==> src/hw/rtl/hxas_pkg.sv <==
// shared types and constants for the heat exchanger antifreeze sequencer
`timescale 1ns / 1ps
`default_nettype none
package hxas_pkg;

    localparam int TEMP_W = 12;
    localparam int TIME_W = 32;
    localparam int MODE_W = 2;
    localparam int HYST_W = 4;
    localparam int CFG_IDX_W = 2;
    localparam int CFG_DATA_W = 4;

    localparam logic [MODE_W-1:0] MODE_OFF       = 2'd0;
    localparam logic [MODE_W-1:0] MODE_PREHEATER = 2'd1;
    localparam logic [MODE_W-1:0] MODE_FAN_OFF   = 2'd2;
    localparam logic [MODE_W-1:0] MODE_FIREPLACE = 2'd3;

    localparam logic [CFG_IDX_W-1:0] CFG_HYSTERESIS = 2'd0;
    localparam logic [CFG_IDX_W-1:0] CFG_FIREPLACE  = 2'd1;

    localparam logic [HYST_W-1:0] HYST_RESET = 4'd3;
    localparam logic [HYST_W-1:0] HYST_MAX   = 4'd10;

    // temperatures in tenths of a degree
    localparam logic signed [TEMP_W-1:0] THRESHOLD_TENTHS     = 12'sd15;
    localparam logic signed [TEMP_W-1:0] OUTSIDE_LIMIT_TENTHS = 12'sd0;

    localparam logic [TIME_W-1:0] PREHEAT_TIMEOUT_MS = 32'd600000;
    localparam logic [TIME_W-1:0] FIREPLACE_TIME_MS  = 32'd14400000;

    typedef struct packed {
        logic signed [TEMP_W-1:0] exhaust_temp;
        logic                     exhaust_valid;
        logic signed [TEMP_W-1:0] outside_temp;
        logic                     outside_valid;
        logic [TIME_W-1:0]        now_ms;
    } check_t;

    typedef struct packed {
        logic [MODE_W-1:0] mode;
        logic              mode_changed;
        logic              supply_fan_off;
        logic              exhaust_fan_off;
        logic              preheater_regulating;
    } result_t;

    typedef struct packed {
        logic [HYST_W-1:0] hysteresis_degrees;
        logic              fireplace_installed;
    } cfg_t;

endpackage
`default_nettype wire

==> src/hw/rtl/hxas_if.sv <==
// channel interfaces: check input, result output, register write
`timescale 1ns / 1ps
`default_nettype none
interface hxas_check_if;
    logic                                     valid;
    logic                                     ready;
    logic signed [hxas_pkg::TEMP_W-1:0]       exhaust_temp;
    logic                                     exhaust_valid;
    logic signed [hxas_pkg::TEMP_W-1:0]       outside_temp;
    logic                                     outside_valid;
    logic [hxas_pkg::TIME_W-1:0]              now_ms;

    modport source (output valid, exhaust_temp, exhaust_valid, outside_temp,
                    outside_valid, now_ms, input ready);
    modport sink (input valid, exhaust_temp, exhaust_valid, outside_temp,
                  outside_valid, now_ms, output ready);
endinterface

interface hxas_result_if;
    logic                          valid;
    logic                          ready;
    logic [hxas_pkg::MODE_W-1:0]   mode;
    logic                          mode_changed;
    logic                          supply_fan_off;
    logic                          exhaust_fan_off;
    logic                          preheater_regulating;

    modport source (output valid, mode, mode_changed, supply_fan_off,
                    exhaust_fan_off, preheater_regulating, input ready);
    modport sink (input valid, mode, mode_changed, supply_fan_off,
                  exhaust_fan_off, preheater_regulating, output ready);
endinterface

interface hxas_cfg_if;
    logic                              valid;
    logic                              ready;
    logic [hxas_pkg::CFG_IDX_W-1:0]    index;
    logic [hxas_pkg::CFG_DATA_W-1:0]   data;

    modport source (output valid, index, data, input ready);
    modport sink (input valid, index, data, output ready);
endinterface
`default_nettype wire

==> src/hw/rtl/hxas_cfg.sv <==
// configuration registers with hysteresis saturation
`timescale 1ns / 1ps
`default_nettype none
module hxas_cfg (
    input  wire logic          clk,
    input  wire logic          rst_n,
    hxas_cfg_if.sink           cfg,
    output hxas_pkg::cfg_t     cfg_out
);

    logic [hxas_pkg::HYST_W-1:0] hyst_reg;
    logic [hxas_pkg::HYST_W-1:0] hyst_next;
    logic                        fireplace_reg;
    logic                        fireplace_next;
    logic                        wr;

    assign cfg.ready = 1'b1;
    assign wr = cfg.valid && cfg.ready;

    always_comb
    begin
        hyst_next = hyst_reg;
        fireplace_next = fireplace_reg;
        if (wr)
        begin
            case (cfg.index)
                hxas_pkg::CFG_HYSTERESIS:
                begin
                    hyst_next = (cfg.data > hxas_pkg::HYST_MAX) ? hxas_pkg::HYST_MAX
                                                                : cfg.data;
                end
                hxas_pkg::CFG_FIREPLACE:
                begin
                    fireplace_next = cfg.data[0];
                end
                default:
                begin
                    hyst_next = hyst_reg;
                end
            endcase
        end
    end

    always_ff @(posedge clk or negedge rst_n)
    begin
        if (!rst_n)
        begin
            hyst_reg <= hxas_pkg::HYST_RESET;
            fireplace_reg <= 1'b0;
        end
        else
        begin
            hyst_reg <= hyst_next;
            fireplace_reg <= fireplace_next;
        end
    end

    assign cfg_out.hysteresis_degrees = hyst_reg;
    assign cfg_out.fireplace_installed = fireplace_reg;

endmodule
`default_nettype wire

==> src/hw/rtl/hxas_fsm.sv <==
// mode state machine, start timestamps and result decode
`timescale 1ns / 1ps
`default_nettype none
module hxas_fsm (
    input  wire logic              clk,
    input  wire logic              rst_n,
    input  wire logic              step,
    input  wire hxas_pkg::check_t  chk,
    input  wire hxas_pkg::cfg_t    cfg,
    output hxas_pkg::result_t      res
);

    logic [hxas_pkg::MODE_W-1:0] mode_reg;
    logic [hxas_pkg::MODE_W-1:0] mode_next;
    logic [hxas_pkg::TIME_W-1:0] preheat_start_reg;
    logic [hxas_pkg::TIME_W-1:0] preheat_start_next;
    logic [hxas_pkg::TIME_W-1:0] fireplace_start_reg;
    logic [hxas_pkg::TIME_W-1:0] fireplace_start_next;

    logic signed [hxas_pkg::TEMP_W-1:0] exit_level;
    logic [hxas_pkg::TIME_W-1:0]        preheat_age;
    logic [hxas_pkg::TIME_W-1:0]        fireplace_age;
    logic                               freeze;
    logic                               warm;

    // exit level = 15 + 10 * h, h at most 10
    assign exit_level = hxas_pkg::THRESHOLD_TENTHS
                      + $signed({5'd0, cfg.hysteresis_degrees, 3'd0})
                      + $signed({7'd0, cfg.hysteresis_degrees, 1'b0});

    assign freeze = chk.exhaust_valid && chk.outside_valid
                 && (chk.exhaust_temp <= hxas_pkg::THRESHOLD_TENTHS)
                 && (chk.outside_temp < hxas_pkg::OUTSIDE_LIMIT_TENTHS);
    assign warm = chk.exhaust_valid && (chk.exhaust_temp > exit_level);

    // wrapping differences
    assign preheat_age = chk.now_ms - preheat_start_reg;
    assign fireplace_age = chk.now_ms - fireplace_start_reg;

    always_comb
    begin
        mode_next = mode_reg;
        preheat_start_next = preheat_start_reg;
        fireplace_start_next = fireplace_start_reg;
        case (mode_reg)
            hxas_pkg::MODE_OFF:
            begin
                if (freeze)
                begin
                    mode_next = hxas_pkg::MODE_PREHEATER;
                    preheat_start_next = chk.now_ms;
                end
            end
            hxas_pkg::MODE_PREHEATER:
            begin
                if (warm)
                begin
                    mode_next = hxas_pkg::MODE_OFF;
                end
                else if (preheat_age > hxas_pkg::PREHEAT_TIMEOUT_MS && freeze)
                begin
                    if (cfg.fireplace_installed)
                    begin
                        mode_next = hxas_pkg::MODE_FIREPLACE;
                        fireplace_start_next = chk.now_ms;
                    end
                    else
                    begin
                        mode_next = hxas_pkg::MODE_FAN_OFF;
                    end
                end
            end
            hxas_pkg::MODE_FAN_OFF:
            begin
                if (warm)
                begin
                    mode_next = hxas_pkg::MODE_OFF;
                end
            end
            default:
            begin
                if (fireplace_age > hxas_pkg::FIREPLACE_TIME_MS)
                begin
                    mode_next = hxas_pkg::MODE_OFF;
                end
            end
        endcase
    end

    always_ff @(posedge clk or negedge rst_n)
    begin
        if (!rst_n)
        begin
            mode_reg <= hxas_pkg::MODE_OFF;
            preheat_start_reg <= '0;
            fireplace_start_reg <= '0;
        end
        else if (step)
        begin
            mode_reg <= mode_next;
            preheat_start_reg <= preheat_start_next;
            fireplace_start_reg <= fireplace_start_next;
        end
    end

    assign res.mode = mode_next;
    assign res.mode_changed = (mode_next != mode_reg);
    assign res.supply_fan_off = (mode_next == hxas_pkg::MODE_FAN_OFF)
                             || (mode_next == hxas_pkg::MODE_FIREPLACE);
    assign res.exhaust_fan_off = (mode_next == hxas_pkg::MODE_FIREPLACE);
    assign res.preheater_regulating = (mode_next == hxas_pkg::MODE_PREHEATER);

    // state moves only on a processed beat
    a_mode_hold: assert property (@(posedge clk) disable iff (!rst_n)
        !step |=> $stable(mode_reg))
        else $error("mode changed without a beat");

    // fireplace is reached only from preheater with a fireplace configured
    a_fireplace_entry: assert property (@(posedge clk) disable iff (!rst_n)
        (step && mode_reg != hxas_pkg::MODE_FIREPLACE
              && mode_next == hxas_pkg::MODE_FIREPLACE)
        |-> (mode_reg == hxas_pkg::MODE_PREHEATER && cfg.fireplace_installed))
        else $error("illegal entry to fireplace mode");

    // preheat start timestamp is taken only when leaving off
    a_preheat_stamp: assert property (@(posedge clk) disable iff (!rst_n)
        (step && mode_reg != hxas_pkg::MODE_OFF) |=> $stable(preheat_start_reg))
        else $error("preheat start moved outside off mode");

    // fan-off mode never jumps straight to fireplace or preheater
    a_fan_off_exit: assert property (@(posedge clk) disable iff (!rst_n)
        (step && mode_reg == hxas_pkg::MODE_FAN_OFF)
        |-> (mode_next == hxas_pkg::MODE_FAN_OFF || mode_next == hxas_pkg::MODE_OFF))
        else $error("bad exit from supply fan off mode");

endmodule
`default_nettype wire

==> src/hw/rtl/heat_exchanger_antifreeze_sequencer.sv <==
// top level: input register, mode state machine, result register
// Antifreeze sequencer for a ventilation heat exchanger.
// chk carries one periodic check per beat: exhaust and outside temperature
// (signed tenths of a degree), a valid flag for each and a millisecond
// timestamp. res returns one beat per check: the new mode, a changed flag
// and the fan and preheater drive flags. cfg writes register 0 (hysteresis
// in whole degrees, saturated at 10) or register 1 (fireplace installed);
// other indexes are ignored. cfg is always ready; the user must see that it is
// written only while idle, which the block itself does not enforce. A check
// passes through the input register and then the result register; res valid
// rises once the mode decision is registered. Throughput is one check per
// cycle while res is not stalled, set by the single state update per cycle in
// the mode state machine. When res is stalled the result register holds and
// the input register, if empty, takes one more beat before chk ready drops.
// Reset puts the mode in off, clears both start timestamps, sets hysteresis
// to 3 and fireplace installed to 0, and empties both registers.
`timescale 1ns / 1ps
`default_nettype none
module heat_exchanger_antifreeze_sequencer (
    input  wire logic      clk,
    input  wire logic      rst_n,
    hxas_check_if.sink     chk,
    hxas_result_if.source  res,
    hxas_cfg_if.sink       cfg
);

    hxas_pkg::cfg_t    cfg_val;
    hxas_pkg::check_t  chk_reg;
    hxas_pkg::check_t  chk_in;
    hxas_pkg::result_t res_reg;
    hxas_pkg::result_t res_calc;
    logic              chk_valid_reg;
    logic              res_valid_reg;
    logic              advance;
    logic              step;

    hxas_cfg u_cfg (
        .clk     (clk),
        .rst_n   (rst_n),
        .cfg     (cfg),
        .cfg_out (cfg_val)
    );

    assign advance = !res_valid_reg || res.ready;
    assign step = chk_valid_reg && advance;
    assign chk.ready = !chk_valid_reg || advance;

    assign chk_in.exhaust_temp = chk.exhaust_temp;
    assign chk_in.exhaust_valid = chk.exhaust_valid;
    assign chk_in.outside_temp = chk.outside_temp;
    assign chk_in.outside_valid = chk.outside_valid;
    assign chk_in.now_ms = chk.now_ms;

    always_ff @(posedge clk or negedge rst_n)
    begin
        if (!rst_n)
        begin
            chk_valid_reg <= 1'b0;
            res_valid_reg <= 1'b0;
        end
        else
        begin
            if (chk.ready)
            begin
                chk_valid_reg <= chk.valid;
            end
            if (advance)
            begin
                res_valid_reg <= chk_valid_reg;
            end
        end
    end

    always_ff @(posedge clk)
    begin
        if (chk.valid && chk.ready)
        begin
            chk_reg <= chk_in;
        end
        if (step)
        begin
            res_reg <= res_calc;
        end
    end

    hxas_fsm u_fsm (
        .clk   (clk),
        .rst_n (rst_n),
        .step  (step),
        .chk   (chk_reg),
        .cfg   (cfg_val),
        .res   (res_calc)
    );

    assign res.valid = res_valid_reg;
    assign res.mode = res_reg.mode;
    assign res.mode_changed = res_reg.mode_changed;
    assign res.supply_fan_off = res_reg.supply_fan_off;
    assign res.exhaust_fan_off = res_reg.exhaust_fan_off;
    assign res.preheater_regulating = res_reg.preheater_regulating;

endmodule
`default_nettype wire

==> src/flat_wrapper.sv <==
// flat-port wrapper written by rule: the top's interface ports become plain ports
module heat_exchanger_antifreeze_sequencer_flat 
  (clk, rst_n, chk_valid, chk_exhaust_temp, chk_exhaust_valid, chk_outside_temp, chk_outside_valid, chk_now_ms, chk_ready, res_valid, res_mode, res_mode_changed, res_supply_fan_off, res_exhaust_fan_off, res_preheater_regulating, res_ready, cfg_valid, cfg_index, cfg_data, cfg_ready);
  hxas_check_if chk_i ();
  hxas_result_if res_i ();
  hxas_cfg_if cfg_i ();
  input  wire logic clk;
  input  wire logic rst_n;
  input wire logic [$bits(chk_i.valid)-1:0] chk_valid;
  input wire logic [$bits(chk_i.exhaust_temp)-1:0] chk_exhaust_temp;
  input wire logic [$bits(chk_i.exhaust_valid)-1:0] chk_exhaust_valid;
  input wire logic [$bits(chk_i.outside_temp)-1:0] chk_outside_temp;
  input wire logic [$bits(chk_i.outside_valid)-1:0] chk_outside_valid;
  input wire logic [$bits(chk_i.now_ms)-1:0] chk_now_ms;
  output wire logic [$bits(chk_i.ready)-1:0] chk_ready;
  output wire logic [$bits(res_i.valid)-1:0] res_valid;
  output wire logic [$bits(res_i.mode)-1:0] res_mode;
  output wire logic [$bits(res_i.mode_changed)-1:0] res_mode_changed;
  output wire logic [$bits(res_i.supply_fan_off)-1:0] res_supply_fan_off;
  output wire logic [$bits(res_i.exhaust_fan_off)-1:0] res_exhaust_fan_off;
  output wire logic [$bits(res_i.preheater_regulating)-1:0] res_preheater_regulating;
  input wire logic [$bits(res_i.ready)-1:0] res_ready;
  input wire logic [$bits(cfg_i.valid)-1:0] cfg_valid;
  input wire logic [$bits(cfg_i.index)-1:0] cfg_index;
  input wire logic [$bits(cfg_i.data)-1:0] cfg_data;
  output wire logic [$bits(cfg_i.ready)-1:0] cfg_ready;
  assign chk_i.valid = chk_valid;
  assign chk_i.exhaust_temp = chk_exhaust_temp;
  assign chk_i.exhaust_valid = chk_exhaust_valid;
  assign chk_i.outside_temp = chk_outside_temp;
  assign chk_i.outside_valid = chk_outside_valid;
  assign chk_i.now_ms = chk_now_ms;
  assign chk_ready = chk_i.ready;
  assign res_valid = res_i.valid;
  assign res_mode = res_i.mode;
  assign res_mode_changed = res_i.mode_changed;
  assign res_supply_fan_off = res_i.supply_fan_off;
  assign res_exhaust_fan_off = res_i.exhaust_fan_off;
  assign res_preheater_regulating = res_i.preheater_regulating;
  assign res_i.ready = res_ready;
  assign cfg_i.valid = cfg_valid;
  assign cfg_i.index = cfg_index;
  assign cfg_i.data = cfg_data;
  assign cfg_ready = cfg_i.ready;
  heat_exchanger_antifreeze_sequencer u_core (.clk(clk), .rst_n(rst_n), .chk(chk_i), .res(res_i), .cfg(cfg_i));
endmodule
==> config.mk <==
export PLATFORM = sky130hd
export DESIGN_NAME = heat_exchanger_antifreeze_sequencer_flat
export DESIGN_NICKNAME = d
export VERILOG_FILES = /design/src/hw/rtl/hxas_pkg.sv /design/src/hw/rtl/hxas_if.sv /design/src/hw/rtl/hxas_cfg.sv /design/src/hw/rtl/hxas_fsm.sv /design/src/hw/rtl/heat_exchanger_antifreeze_sequencer.sv /design/src/flat_wrapper.sv
export SDC_FILE = /design/constraint.sdc
export NUM_CORES = 1
export LEC_CHECK = 0
export ABC_AREA = 1
export BUFFER_PORTS_ARGS = -buffer_cell sky130_fd_sc_hd__buf_4
export CAP_MARGIN = 20
export CORE_MARGIN = 10
export CORE_UTILIZATION = 55
export DETAILED_ROUTE_END_ITERATION = 8
export GPL_TIMING_DRIVEN = 0
export PLACE_DENSITY = 0.78
export SYNTH_ARGS = -nofsm -noshare
export SYNTH_HDL_FRONTEND = slang
export SYNTH_SLANG_ARGS = --single-unit
==> constraint.sdc <==
create_clock -name clk -period 3.8 [get_ports clk]
set_input_delay 0.57 -clock clk [delete_from_list [all_inputs] [get_ports clk]]
set_output_delay 0.57 -clock clk [all_outputs]
set_load 0.005 [all_outputs]
==> flow_summary.ini <==
[outcome]
status = finished, final reports clean

[critical_path]
start_kind = flop
worstPathMaxFanout = 6
reg2regPathDepth = 22
cp-endpoint = u_core.u_fsm.fireplace_start_reg[5]
rr_startpoint = u_core.u_cfg.hyst_reg[0]
crit_type = flop to flop
cp-end-kind = flop
worstPathRequired_ps = 4110
critPathLaunch = u_core.u_cfg.hyst_reg[0]
arrival_ps = 3930
r2r_end = u_core.u_fsm.fireplace_start_reg[5]
regToRegSetupSlack_ps = 180

[clock_tree]
clkLatencyLatePin_ps = 430
cts_tree = built
path_clk_slew_ps = 70
cts.sinks = 126
hold_buffers = 0
cts_buffer_depth = 2
cts_buffers = 17
clock-root-buffer = clkbuf_16
htreeDepth = 4

[die]
rows = 50
die_h_um = 158
start_util_pct = 56.2
die-area_um2 = 25100
coreArea_um2 = 18800
die-width_um = 158
io_pins = 78

[logic_synthesis]
synth_warnings = 0
synth-main-ff-cell = dfrtp_1
synth_area_leaders = nand2_1 23%, dfrtp_1 17%, edfxtp_1 15%
ys_async_sr_fraction_pct = 57.9
synth.avg_cell_area_um2 = 6.36
synth_edf_count = 53
yosysTopAreaCell = nand2_1
yosys-top-cells-count = 655 x nand2_1, 344 x inv_1, 120 x nand3_1
synth_most_common_cell = nand2_1
ys_ff_latch = 126
syn_area_um2 = 10500
ys_types = 43
syn_inst = 1658
yosysTopAreaCellShare_pct = 23.3
ys_seq_area_share_pct = 32.5

[layout]
post_route_cells_drive_above_1_share_pct = 8.50
final_nets = 1896
diodes = 0
n_fill_cell = 1755
final_core_util_pct = 64.2
area_delta_synth_final_pct = 14.3
largest_register_ffs = 47

[power_and_ir_drop]
static-leakage-power_nw = 6.81
peakVddDrop_mv = 0.433
power_density_nw_per_um2 = 622

[placement]
gp_congestion = 0.978
dp_hpwl_um = 22500
portBuffers = 65

[detailed_routing]
dr.pass1.iters = 6
drc = 0
post_drt_wl_per_cell_um = 14.1
vias_per_cell = 5.14
ant_nets = 0
vias = 10300
drt_wl_total_um = 28200
drtIter0Drc = 904

[grt]
antenna_found_initial = 0
grt_pass1_vias = 9892
grt_max_degree = 74
overflow = 0
grt_pass1_wl_um = 46300
track_usage_pct = 23.0

[job]
cap_violations = 0

[timing]
period_share_pct = 95.2
finalSetupViolations = 0
worstMarginPinSlew_ps = 951
hold_viol_final = 0
holdWs_ps = 278
period_minus_slack_ps = 3620
max-slew-margin-rel_pct = 36.6
fin_skew_ps = 11.7
max_freq_mhz = 277
slew_viol_final = 0

[hold_path]
min_path_type = input port to async pin
-- worst max-delay path, cell delays in order, from the launching register on --
cell,delay (ps)
dfstp_2,540
inv_2,60
ha_4,250
ha_4,290
nand2_1,60
o21ai_2,160
nand2_1,100
nor2_2,100
a31oi_1,50
ha_1,350
a21oi_2,140
o21ai_1,80
nand2_1,90
nand3_1,90
nand4_1,160
nand2_1,90
inv_2,90
nand4_4,120
nor2_4,210
nand2_4,140
buf_4,200
nand2_1,50
nand2_1,50
-- through the flow --
stage	cells	total power [mW]	setup TNS, ps	instance area, um2	setup WS (ps)
after floorplan	1659	4.82	0	10500	500
after global placement	1958	5.65	0	11300	91.5
after detailed placement	1959	5.74	0	11300	25.2
after CTS	1993	7.41	0	12000	4.09
after global routing	1998	8.17	-265	12000	-26.9
final	1998	7.49	0	12000	184
-- cell type report --
class	instances	area [um2]	share of cell area, %
plain buffers	16	97.6	0.810
clock buffers	18	450	3.74
clock inverters	14	139	1.15
inverters	348	1310	10.8
multi-input cells	1169	5770	47.9
flip-flops and latches	126	3420	28.4
well taps	234	293	2.43
repair buffers	73	571	4.74
-- logic make-up (layout without fill, tap and decap cells) --
logic type	after synthesis	in the layout	share of synthesized area, %
and+or+nand+nor	972	972	38.3
buffers and inverters	364	469	13.3
DFF	126	126	32.5
AOI/OAI and AO/OA	97	97	4.84
adders and majority gates	76	76	9.16
xor gates and xnor gates	21	21	1.75
other	1	2	0.0356
muxes	1	1	0.107
-- how the worst min path moves through the flow --
| stage | endpoint | from | slack [ps] | depth (start not counted) |
|---|---|---|---|---|
| finish | u_core.u_fsm.fireplace_start_reg[29] | rst_n | 280 | 1 |
| global placement | u_core.u_fsm.fireplace_start_reg[15] | u_core.u_fsm.fireplace_start_reg[15] | 450 | 2 |
| floorplan | u_core.chk_valid_reg | rst_n | 270 | 0 |
| detailed placement | u_core.u_fsm.fireplace_start_reg[24] | u_core.u_fsm.fireplace_start_reg[24] | 460 | 2 |
| global route | u_core.chk_reg[46] | chk_exhaust_temp[0] | 300 | 1 |
| CTS | u_core.chk_reg[16] | chk_now_ms[16] | 300 | 1 |
-- layer usage --
metal  GRT usage (%)  routed length [um]  part of all wire, %
met5               0                   0                    0
met4            7.72                 665                  2.4
met3            3.32                1450                  5.1
met1            29.0               12400                   44
met2            39.6               13700                   49
-- cells in the final DEF (no fill, tap or decap), types with 9 or more instances in the layout --
| cell type | count |
|---|---|
| nand3_1 | 119 |
| a21oi_1 | 43 |
| clkbuf_1 | 9 |
| nand3b_1 | 11 |
| ha_1 | 72 |
| inv_1 | 340 |
| xor2_1 | 14 |
| edfxtp_1 | 53 |
| nor2_1 | 115 |
| nand4_1 | 29 |
| o21ai_0 | 38 |
| nand2_1 | 655 |
| buf_4 | 74 |
| dfrtp_1 | 71 |
| nor2_2 | 9 |
| clkbuf_16 | 18 |
| nor3_1 | 10 |
-- power breakdown --
group | internal, mW | switching (mW)
Clock | 0.909 | 0.707
Combinational | 1.40 | 2.59
Sequential | 1.73 | 0.156
Total | 4.04 | 3.45
-- what timing repair did --
| item | CTS | global route |
|---|---|---|
| pin swaps | 2 | 4 |
| endpoints found under the setup margin | 34 | 35 |
| resized for setup | 4 | 12 |
| gates cloned | 0 | 2 |
| setup buffers | 2 | 3 |
Note: power is estimated with default switching activity, not from simulation.
